### config.mk
export PLATFORM = sky130hd
export DESIGN_NAME = sdo_mapping_config_sequencer_flat
export DESIGN_NICKNAME = d
export VERILOG_FILES = /design/src/smcs_pkg.sv /design/src/smcs_ifs.sv /design/src/sdo_mapping_config_sequencer.sv /design/src/flat_wrapper.sv
export SDC_FILE = /design/constraint.sdc
export NUM_CORES = 1
export LEC_CHECK = 0
export BUFFER_PORTS_ARGS = -buffer_cell sky130_fd_sc_hd__buf_2
export CAP_MARGIN = 20
export CORE_UTILIZATION = 50
export CTS_CLUSTER_DIAMETER = 100
export DETAILED_ROUTE_END_ITERATION = 8
export GPL_TIMING_DRIVEN = 0
export PLACE_DENSITY = 0.76
export RECOVER_POWER = 50
export SLEW_MARGIN = 15
export SYNTH_ARGS = -nofsm -noshare
export SYNTH_HDL_FRONTEND = slang
export SYNTH_SLANG_ARGS = --single-unit
export TNS_END_PERCENT = 30
### constraint.sdc
create_clock -name clk -period 3.1 [get_ports clk]
set_input_delay 0.465 -clock clk [delete_from_list [all_inputs] [get_ports clk]]
set_output_delay 0.465 -clock clk [all_outputs]
set_load 0.02 [all_outputs]
### src/smcs_pkg.sv
`timescale 1ns / 1ps

package smcs_pkg;

    localparam logic [3:0]  TX_ENTRIES = 4'd10;
    localparam logic [3:0]  RX_ENTRIES = 4'd7;

    localparam logic [10:0] SDO_REQ_BASE  = 11'h600;
    localparam logic [7:0]  REPLY_ABORT   = 8'h80;
    localparam logic [7:0]  REPLY_SUCCESS = 8'h60;
    localparam logic [7:0]  CMD_WRITE4    = 8'h23;
    localparam logic [7:0]  IDX_MAP_CLEAR = 8'h31;
    localparam logic [7:0]  IDX_MAP_ENTRY = 8'h30;
    localparam logic [7:0]  IDX_SAVE      = 8'h50;
    localparam logic [7:0]  DIR_TX        = 8'h00;
    localparam logic [7:0]  DIR_RX        = 8'h01;
    localparam logic [7:0]  DIR_SAVE      = 8'h02;
    localparam logic [7:0]  CLEAR_TX_SEL  = 8'h00;
    localparam logic [7:0]  CLEAR_RX_SEL  = 8'h80;
    localparam logic [15:0] GAIN_OFFSET   = 16'h03E8;
    localparam logic [7:0]  ABORT_LIMIT   = 8'd4;

    localparam logic [1:0]  SUB_ID     = 2'd0;
    localparam logic [1:0]  SUB_LAYOUT = 2'd1;
    localparam logic [1:0]  SUB_GAIN   = 2'd2;
    localparam logic [1:0]  SUB_STALL  = 2'd3;

    typedef enum logic [2:0] {
        PH_CLEAR_TX = 3'd0,
        PH_CLEAR_RX = 3'd1,
        PH_TX_MAP   = 3'd2,
        PH_RX_MAP   = 3'd3,
        PH_SAVE     = 3'd4,
        PH_DONE     = 3'd5
    } phase_t;

    // bytes 7..0 of one map row
    function automatic logic [63:0] tx_row(input logic [3:0] idx);
        logic [63:0] row;
        case (idx)
            4'd0:    row = 64'h1000_07D6_0000_0109;
            4'd1:    row = 64'h1010_07DA_0000_0109;
            4'd2:    row = 64'h1020_07D8_0000_0109;
            4'd3:    row = 64'h1030_07D9_0000_0109;
            4'd4:    row = 64'h0800_07EC_0000_0357;
            4'd5:    row = 64'h1008_07E5_0000_0357;
            4'd6:    row = 64'h0818_07EE_0000_0357;
            4'd7:    row = 64'h0820_07E8_0000_0357;
            4'd8:    row = 64'h0828_07DE_0000_0357;
            4'd9:    row = 64'h0830_07E4_0000_0357;
            default: row = 64'h0;
        endcase
        return row;
    endfunction

    function automatic logic [63:0] rx_row(input logic [3:0] idx);
        logic [63:0] row;
        case (idx)
            4'd0:    row = 64'h0100_0017_0000_0358;
            4'd1:    row = 64'h0402_001D_0000_0358;
            4'd2:    row = 64'h0808_0005_0000_0358;
            4'd3:    row = 64'h1010_0006_0000_0358;
            4'd4:    row = 64'h1020_0003_0000_0358;
            4'd5:    row = 64'h1030_0004_0000_0358;
            4'd6:    row = 64'h0107_0020_0000_0358;
            default: row = 64'h0;
        endcase
        return row;
    endfunction

endpackage

### src/smcs_ifs.sv
`timescale 1ns / 1ps

interface smcs_in_if;
    logic       valid;
    logic       ready;
    logic       func;
    logic       enabled;
    logic [7:0] reply_code;

    modport source (output valid, output func, output enabled, output reply_code,
                    input ready);
    modport sink   (input valid, input func, input enabled, input reply_code,
                    output ready);
endinterface

interface smcs_out_if;
    logic        valid;
    logic        ready;
    logic        send_frame;
    logic [10:0] frame_id;
    logic [63:0] payload;
    logic        config_done;

    modport source (output valid, output send_frame, output frame_id, output payload,
                    output config_done, input ready);
    modport sink   (input valid, input send_frame, input frame_id, input payload,
                    input config_done, output ready);
endinterface

### src/sdo_mapping_config_sequencer.sv
`timescale 1ns / 1ps

// sdo mapping configuration sequencer
// in_ch carries one word per 10 ms tick (func 0) or per received sdo reply
// (func 1, reply_code = first reply byte). out_ch returns exactly one word
// for every input word: send_frame with frame_id and payload when a request
// frame goes out, config_done on an enabled tick once the sequence is over.
// cfg_we / cfg_wdata set the remote node number; write it only while idle.
// the result word is registered and valid the cycle after its input is taken.
// throughput: one word per cycle unless out_ch stalls; all sequencing is a
// single combinational pass from the held state and the input word into the
// state and the output register.
// a stalled receiver holds the output register; in_ch.ready stays high
// while the output register is empty or being drained in the same cycle.
// reset clears the sequence to the clear-tx step, no reply outstanding,
// abort count zero, output register empty and node number 1.
module sdo_mapping_config_sequencer (
    input  logic       clk,
    input  logic       rst_n,
    input  logic       cfg_we,
    input  logic [6:0] cfg_wdata,
    smcs_in_if.sink    in_ch,
    smcs_out_if.source out_ch
);
    import smcs_pkg::*;

    phase_t      phase_reg, phase_next;
    logic [1:0]  sub_write_reg, sub_write_next;
    logic [3:0]  entry_index_reg, entry_index_next;
    logic        awaiting_reply_reg, awaiting_reply_next;
    logic        empty_seen_reg, empty_seen_next;
    logic        success_seen_reg, success_seen_next;
    logic [7:0]  abort_run_reg, abort_run_next;
    logic [6:0]  node_id_reg;

    logic        out_valid_reg;
    logic        send_frame_reg;
    logic [10:0] frame_id_reg;
    logic [63:0] payload_reg;
    logic        config_done_reg;

    logic        accept;
    logic        sent;
    logic [63:0] sent_payload;
    logic        done;
    logic [3:0]  entry_count;
    logic [63:0] row;
    logic [7:0]  dir;
    logic [1:0]  sub_sel;
    logic        skip_req;

    assign in_ch.ready = !out_valid_reg || out_ch.ready;
    assign accept      = in_ch.valid && in_ch.ready;

    always_comb
    begin
        phase_next          = phase_reg;
        sub_write_next      = sub_write_reg;
        entry_index_next    = entry_index_reg;
        awaiting_reply_next = awaiting_reply_reg;
        empty_seen_next     = empty_seen_reg;
        success_seen_next   = success_seen_reg;
        abort_run_next      = abort_run_reg;
        sent                = 1'b0;
        sent_payload        = 64'h0;
        done                = 1'b0;
        entry_count         = (phase_reg == PH_RX_MAP) ? RX_ENTRIES : TX_ENTRIES;
        row                 = (phase_reg == PH_RX_MAP) ? rx_row(entry_index_reg)
                                                       : tx_row(entry_index_reg);
        dir                 = (phase_reg == PH_RX_MAP) ? DIR_RX : DIR_TX;
        sub_sel             = sub_write_reg;
        skip_req            = 1'b0;

        if (in_ch.func)
        begin
            if (awaiting_reply_reg)
            begin
                if (in_ch.reply_code == REPLY_ABORT)
                begin
                    empty_seen_next = 1'b1;
                    abort_run_next  = abort_run_reg + 8'd1;
                end
                else if (in_ch.reply_code == REPLY_SUCCESS)
                begin
                    success_seen_next = 1'b1;
                    abort_run_next    = 8'd0;
                end
                else
                begin
                    abort_run_next = 8'd0;
                end
                awaiting_reply_next = 1'b0;
                if (abort_run_next > ABORT_LIMIT)
                    phase_next = PH_DONE;
            end
        end
        else if (in_ch.enabled)
        begin
            unique case (phase_reg)
                PH_CLEAR_TX, PH_CLEAR_RX:
                begin
                    if (!awaiting_reply_reg && !empty_seen_reg)
                    begin
                        sent         = 1'b1;
                        sent_payload = {40'h0, IDX_MAP_CLEAR,
                                        (phase_reg == PH_CLEAR_TX) ? CLEAR_TX_SEL
                                                                   : CLEAR_RX_SEL,
                                        CMD_WRITE4};
                    end
                    if (empty_seen_reg)
                    begin
                        empty_seen_next = 1'b0;
                        if (phase_reg == PH_CLEAR_RX)
                        begin
                            sub_write_next    = SUB_ID;
                            success_seen_next = 1'b0;
                        end
                        phase_next = phase_t'(phase_reg + 3'd1);
                    end
                end
                PH_TX_MAP, PH_RX_MAP:
                begin
                    if (entry_index_reg < entry_count)
                    begin
                        if (sub_write_reg != SUB_STALL)
                        begin
                            if (success_seen_reg)
                            begin
                                success_seen_next = 1'b0;
                                if (sub_write_reg == SUB_GAIN)
                                begin
                                    sub_write_next   = SUB_ID;
                                    entry_index_next = entry_index_reg + 4'd1;
                                    skip_req         = 1'b1;
                                end
                                else
                                begin
                                    sub_sel        = sub_write_reg + 2'd1;
                                    sub_write_next = sub_sel;
                                end
                            end
                            if (!awaiting_reply_reg && !skip_req)
                            begin
                                sent = 1'b1;
                                case (sub_sel)
                                    SUB_ID:
                                        sent_payload = {row[31:0], 6'd0, sub_sel,
                                                        IDX_MAP_ENTRY, dir, CMD_WRITE4};
                                    SUB_LAYOUT:
                                        sent_payload = {row[63:32], 6'd0, sub_sel,
                                                        IDX_MAP_ENTRY, dir, CMD_WRITE4};
                                    default:
                                        sent_payload = {16'h0, GAIN_OFFSET, 6'd0, sub_sel,
                                                        IDX_MAP_ENTRY, dir, CMD_WRITE4};
                                endcase
                            end
                        end
                    end
                    else
                    begin
                        awaiting_reply_next = 1'b0;
                        sub_write_next      = SUB_ID;
                        entry_index_next    = 4'd0;
                        if (phase_reg == PH_RX_MAP)
                            success_seen_next = 1'b0;
                        phase_next = phase_t'(phase_reg + 3'd1);
                    end
                end
                PH_SAVE:
                begin
                    if (!awaiting_reply_reg && !success_seen_reg)
                    begin
                        sent         = 1'b1;
                        sent_payload = {40'h0, IDX_SAVE, DIR_SAVE, CMD_WRITE4};
                    end
                    else if (success_seen_reg)
                    begin
                        phase_next = PH_DONE;
                    end
                end
                default:
                begin
                    done = 1'b1;
                end
            endcase
            if (sent)
                awaiting_reply_next = 1'b1;
        end
    end

    always_ff @(posedge clk or negedge rst_n)
    begin
        if (!rst_n)
        begin
            phase_reg          <= PH_CLEAR_TX;
            sub_write_reg      <= SUB_ID;
            entry_index_reg    <= 4'd0;
            awaiting_reply_reg <= 1'b0;
            empty_seen_reg     <= 1'b0;
            success_seen_reg   <= 1'b0;
            abort_run_reg      <= 8'd0;
        end
        else if (accept)
        begin
            phase_reg          <= phase_next;
            sub_write_reg      <= sub_write_next;
            entry_index_reg    <= entry_index_next;
            awaiting_reply_reg <= awaiting_reply_next;
            empty_seen_reg     <= empty_seen_next;
            success_seen_reg   <= success_seen_next;
            abort_run_reg      <= abort_run_next;
        end
    end

    always_ff @(posedge clk or negedge rst_n)
    begin
        if (!rst_n)
            node_id_reg <= 7'd1;
        else if (cfg_we)
            node_id_reg <= cfg_wdata;
    end

    always_ff @(posedge clk or negedge rst_n)
    begin
        if (!rst_n)
            out_valid_reg <= 1'b0;
        else if (accept)
            out_valid_reg <= 1'b1;
        else if (out_ch.ready)
            out_valid_reg <= 1'b0;
    end

    always_ff @(posedge clk)
    begin
        if (accept)
        begin
            send_frame_reg  <= sent;
            frame_id_reg    <= sent ? (SDO_REQ_BASE + {4'd0, node_id_reg}) : 11'd0;
            payload_reg     <= sent_payload;
            config_done_reg <= done;
        end
    end

    assign out_ch.valid       = out_valid_reg;
    assign out_ch.send_frame  = send_frame_reg;
    assign out_ch.frame_id    = frame_id_reg;
    assign out_ch.payload     = payload_reg;
    assign out_ch.config_done = config_done_reg;

    a_send_or_done: assert property (@(posedge clk) disable iff (!rst_n)
        out_valid_reg |-> !(send_frame_reg && config_done_reg))
        else $error("frame and done in one word");

    a_id_with_frame: assert property (@(posedge clk) disable iff (!rst_n)
        out_valid_reg |-> ((frame_id_reg != 11'd0) == send_frame_reg))
        else $error("frame id does not match send flag");

    a_send_waits: assert property (@(posedge clk) disable iff (!rst_n)
        (accept && sent) |=> awaiting_reply_reg)
        else $error("request sent without waiting for reply");

    a_abort_done: assert property (@(posedge clk) disable iff (!rst_n)
        (accept && in_ch.func && awaiting_reply_reg && in_ch.reply_code == REPLY_ABORT
         && abort_run_reg >= ABORT_LIMIT && abort_run_reg != 8'hFF)
        |=> phase_reg == PH_DONE)
        else $error("abort run did not end sequence");

endmodule
### src/flat_wrapper.sv
// flat-port wrapper written by rule: the top's interface ports become plain ports
module sdo_mapping_config_sequencer_flat import smcs_pkg::*;
  (clk, rst_n, cfg_we, cfg_wdata, in_ch_valid, in_ch_func, in_ch_enabled, in_ch_reply_code, in_ch_ready, out_ch_valid, out_ch_send_frame, out_ch_frame_id, out_ch_payload, out_ch_config_done, out_ch_ready);
  smcs_in_if in_ch_i ();
  smcs_out_if out_ch_i ();
  input  logic clk;
  input  logic rst_n;
  input  logic cfg_we;
  input  logic [6:0] cfg_wdata;
  input wire logic [$bits(in_ch_i.valid)-1:0] in_ch_valid;
  input wire logic [$bits(in_ch_i.func)-1:0] in_ch_func;
  input wire logic [$bits(in_ch_i.enabled)-1:0] in_ch_enabled;
  input wire logic [$bits(in_ch_i.reply_code)-1:0] in_ch_reply_code;
  output wire logic [$bits(in_ch_i.ready)-1:0] in_ch_ready;
  output wire logic [$bits(out_ch_i.valid)-1:0] out_ch_valid;
  output wire logic [$bits(out_ch_i.send_frame)-1:0] out_ch_send_frame;
  output wire logic [$bits(out_ch_i.frame_id)-1:0] out_ch_frame_id;
  output wire logic [$bits(out_ch_i.payload)-1:0] out_ch_payload;
  output wire logic [$bits(out_ch_i.config_done)-1:0] out_ch_config_done;
  input wire logic [$bits(out_ch_i.ready)-1:0] out_ch_ready;
  assign in_ch_i.valid = in_ch_valid;
  assign in_ch_i.func = in_ch_func;
  assign in_ch_i.enabled = in_ch_enabled;
  assign in_ch_i.reply_code = in_ch_reply_code;
  assign in_ch_ready = in_ch_i.ready;
  assign out_ch_valid = out_ch_i.valid;
  assign out_ch_send_frame = out_ch_i.send_frame;
  assign out_ch_frame_id = out_ch_i.frame_id;
  assign out_ch_payload = out_ch_i.payload;
  assign out_ch_config_done = out_ch_i.config_done;
  assign out_ch_i.ready = out_ch_ready;
  sdo_mapping_config_sequencer u_core (.clk(clk), .rst_n(rst_n), .cfg_we(cfg_we), .cfg_wdata(cfg_wdata), .in_ch(in_ch_i), .out_ch(out_ch_i));
endmodule
==> results by group <==
Floorplan
  – Die area: 8350 um2
  – Starting Density: 0.517
  – Die width: 91.4 um
  – Die Y: approximately 90 um
  – Row count: 32
  – Core area: 7730 um2
  – Io pins: 101

CTS
  – Clk Latency, worst-skew pair: 0.35 ns
  – Root Driver: clkbuf_8
  – H-tree Lvls: 3
  – Clk sinks: 65
  – Longest Clk Path Bufs: 2
  – Total CTS buffers: 9
  – Clk pin slew, worst setup/hold paths: 0.08 ns
  – CTS tree: built

Power
  – Comb power frac: 0.119
  – Sw Share: 0.259
  – Pwr/cell area: 423 nW/um2
  – Pint: 0.00150 W
  – Static leakage: 2.00 nW
  – Sequential Power Share: 0.477
  – Clk pwr share: 0.404
  – P_sw: 0.000523 W
  – Maximum vdd drop: approximately 0.00025 V

Critical path
  – Crit Path Class: register to register
  – CP peak stage delay: 0.48 ns
  – Req. time, crit path: 3.34 ns
  – Crit path top cell by count: ha_1
  – R2R depth: 10
  – Critical path depth: 10
  – Largest delay share family, worst path: adder cells
  – Worst EP arrival: 3.22 ns
  – CP Buf/Inv Count: 2
  – Worst Path Max Fanout: 9
  – Startpoint Class: register
  – Slowest cell on crit path: or4_4
  – Setup crit end kind: register
  – Critical-path cell list: ha_1, ha_1, buf_2, inv_2, ha_1, a211o_1, o211a_2, or4_4, and4b_1, a31o_1

STA
  – Final hold violation count: 0
  – Final worst slack: 0.123 ns
  – Hold Worst Slack: 0.340 ns
  – FMAX: 0.336 GHz
  – Final period util: 0.960
  – # setup viols final: 0
  – Worst Tran Pin Value: 1.54 ns
  – Setup Skew: 0.0151 ns
  – Min Tclk post-route: between 2 and 3 ns
  – Slew Limit Fails: 29
  – Final setup TNS: 0 ns
  – Unrepaired setup endpoints after global routing: no
  – Slew HR: -0.0274

Detailed routing
  – WL/cell: around 14 um
  – Initial DRC Count: ~300
  – Via count: 3303
  – Routed vias/inst: around 5.3
  – Drt first pass iters: 5
  – Final ANT Viol Nets: 0
  – DRC viols: 0
  – DRT Wirelength: 8.50 mm

Synthesis
  – EDFF count, synth: 37
  – Cell taking the most area after synthesis: edfxtp_1
  – Top-area cell type share of the netlist area: 0.278
  – Synth unique cells: 63
  – Post-Syn Area per Cell: approximately 9.9 um2
  – Ys async rst share: 0.431
  – Ranking of synthesized cells by area: edfxtp_1 (28%), dfrtp_1 (17%), buf_4 (7.5%), ha_1 (5.6%), a21oi_1 (3.4%)
  – Sequential-to-total area share from yosys stat: 0.454
  – Warnings, synthesis: 0
  – Post-Syn Area: 3990 um2
  – Flops & latches, synth: 65
  – Post-Syn Instances: around 400
  – Count leader, synth: buf_4
  – Ys flop type: edfxtp_1
  – List of most frequent post-synthesis cells: buf_4 (40), edfxtp_1 (37), nand2_1 (29)

Placed design
  – DP HPWL: 6.25 mm
  – DP Worst Slack: -0.288 ns
  – Final GP Congestion: 0.891
  – Port Buffer Count: 65

Global route
  – Number of global-route vias before repair: 2955
  – Tot GR Track Use: 0.214
  – Largest net degree at the start of global routing: 37
  – First-pass GRT wire length: about 14 mm
  – Antenna violations before repair: 0
  – Total gr overflow: 0

Status
  – Failing checks: capacitance limit, slew limit
  – Status: complete, but fails checks

Min path
  – WHS Path Cells: 2
  – Worst hold path class: input pin to register

Final layout
  – Share of layout cells above drive strength 1: 0.209
  – Post-route core utilization: 0.617
  – P&R area growth vs syn: 19.5%
  – Final net count: 552
  – Max reg flops: 27
  – Antenna cell count: 0

Run
  – Max_cap viols: 1
-- cells in the final DEF (no fill, tap or decap), drive strengths merged, types with 3 or more instances in the layout --
cell type / count
conb: 33
o31a: 4
ha: 18
a31oi: 4
a21o: 3
a211oi: 6
nor3b: 4
inv: 17
buf: 67
nand2b: 10
a21oi: 27
mux2: 7
o22ai: 4
or2: 4
o31ai: 6
nand2: 29
nand3: 11
dfrtp: 27
and2: 12
edfxtp: 37
a21boi: 4
nor3: 11
clkbuf: 64
mux2i: 3
nor4: 4
o211ai: 6
and3: 3
o21ai: 25
nor2: 22
nor2b: 7
-- power groups by stage --
stage	Combinational (W)	Sequential (W)	Clock [W]
2_1_floorplan	0.000157	0.00100	0
3_3_place_gp	0.000239	0.000979	0
4_1_cts	0.000249	0.000961	0.000827
3_5_place_dp	0.000248	0.000980	0
6_report	0.000241	0.000962	0.000816
5_1_grt	0.000262	0.000966	0.000864
-- stage by stage --
stage	std cells	instance area, um2	total power [W]
3_5_place_dp	603	4590	0.00123
2_1_floorplan	435	4110	0.00116
4_1_cts	618	4810	0.00204
5_1_grt	619	4770	0.00209
3_3_place_gp	602	4570	0.00122
6_report	619	4770	0.00202
-- path summary, 6_finish.rpt --
check	startpoint	end	slack, ns
setup / recovery	u_core.phase_reg[1]	u_core.phase_reg[1]	0.12
hold / removal	cfg_wdata[3]	u_core.node_id_reg[3]	0.34
setup reg to reg	u_core.phase_reg[1]	u_core.phase_reg[1]	0.12
hold reg to reg	u_core.node_id_reg[6]	u_core.node_id_reg[6]	0.51
max in group asynchronous	rst_n	u_core.phase_reg[1]	1.61
min in group asynchronous	rst_n	u_core.out_ch.valid	0.47
-- worst register-to-register path, delay by kind of cell, from the launching register on --
family / cells / cell delay (ns)
buf+inv: 2 / 0.34
compound gates: 3 / 0.67
fa+ha+maj: 3 / 0.69
flops: 1 / 0.47
simple gates: 2 / 0.68
-- what timing repair did --
action,4_1_cts,5_1_grt
endpoints found under the setup margin,11,23
buffers inserted,0,1
pin swaps,0,1
hold buffers,0,0
cloned,0,0
gates resized for setup,1,5
-- area by class of cell --
type,count,area [um2]
plain buffers,55,369
multi-input cells,300,1900
flip-flops and latches,65,1810
repair buffers,67,282
inverters,14,52.6
fillers,679,2960
clock inverters,7,100
well taps,102,128
clock buffers,9,124
-- cells by family after synthesis --
kind of cell    synth area share
xor+xnor                 0.00658
compound gates             0.176
buf+inv                    0.107
mux                       0.0273
other cells             0.000939
flops                      0.454
simple gates               0.173
fa+ha+maj                 0.0564
-- metal layers --
metal / routed length (um) / track usage
met3: 628 / 0.0419
met2: 3950 / 0.338
met5: 0 / 0
met1: 3770 / 0.291
met4: 154 / 0.0820
(Power assumes the default switching activity.)
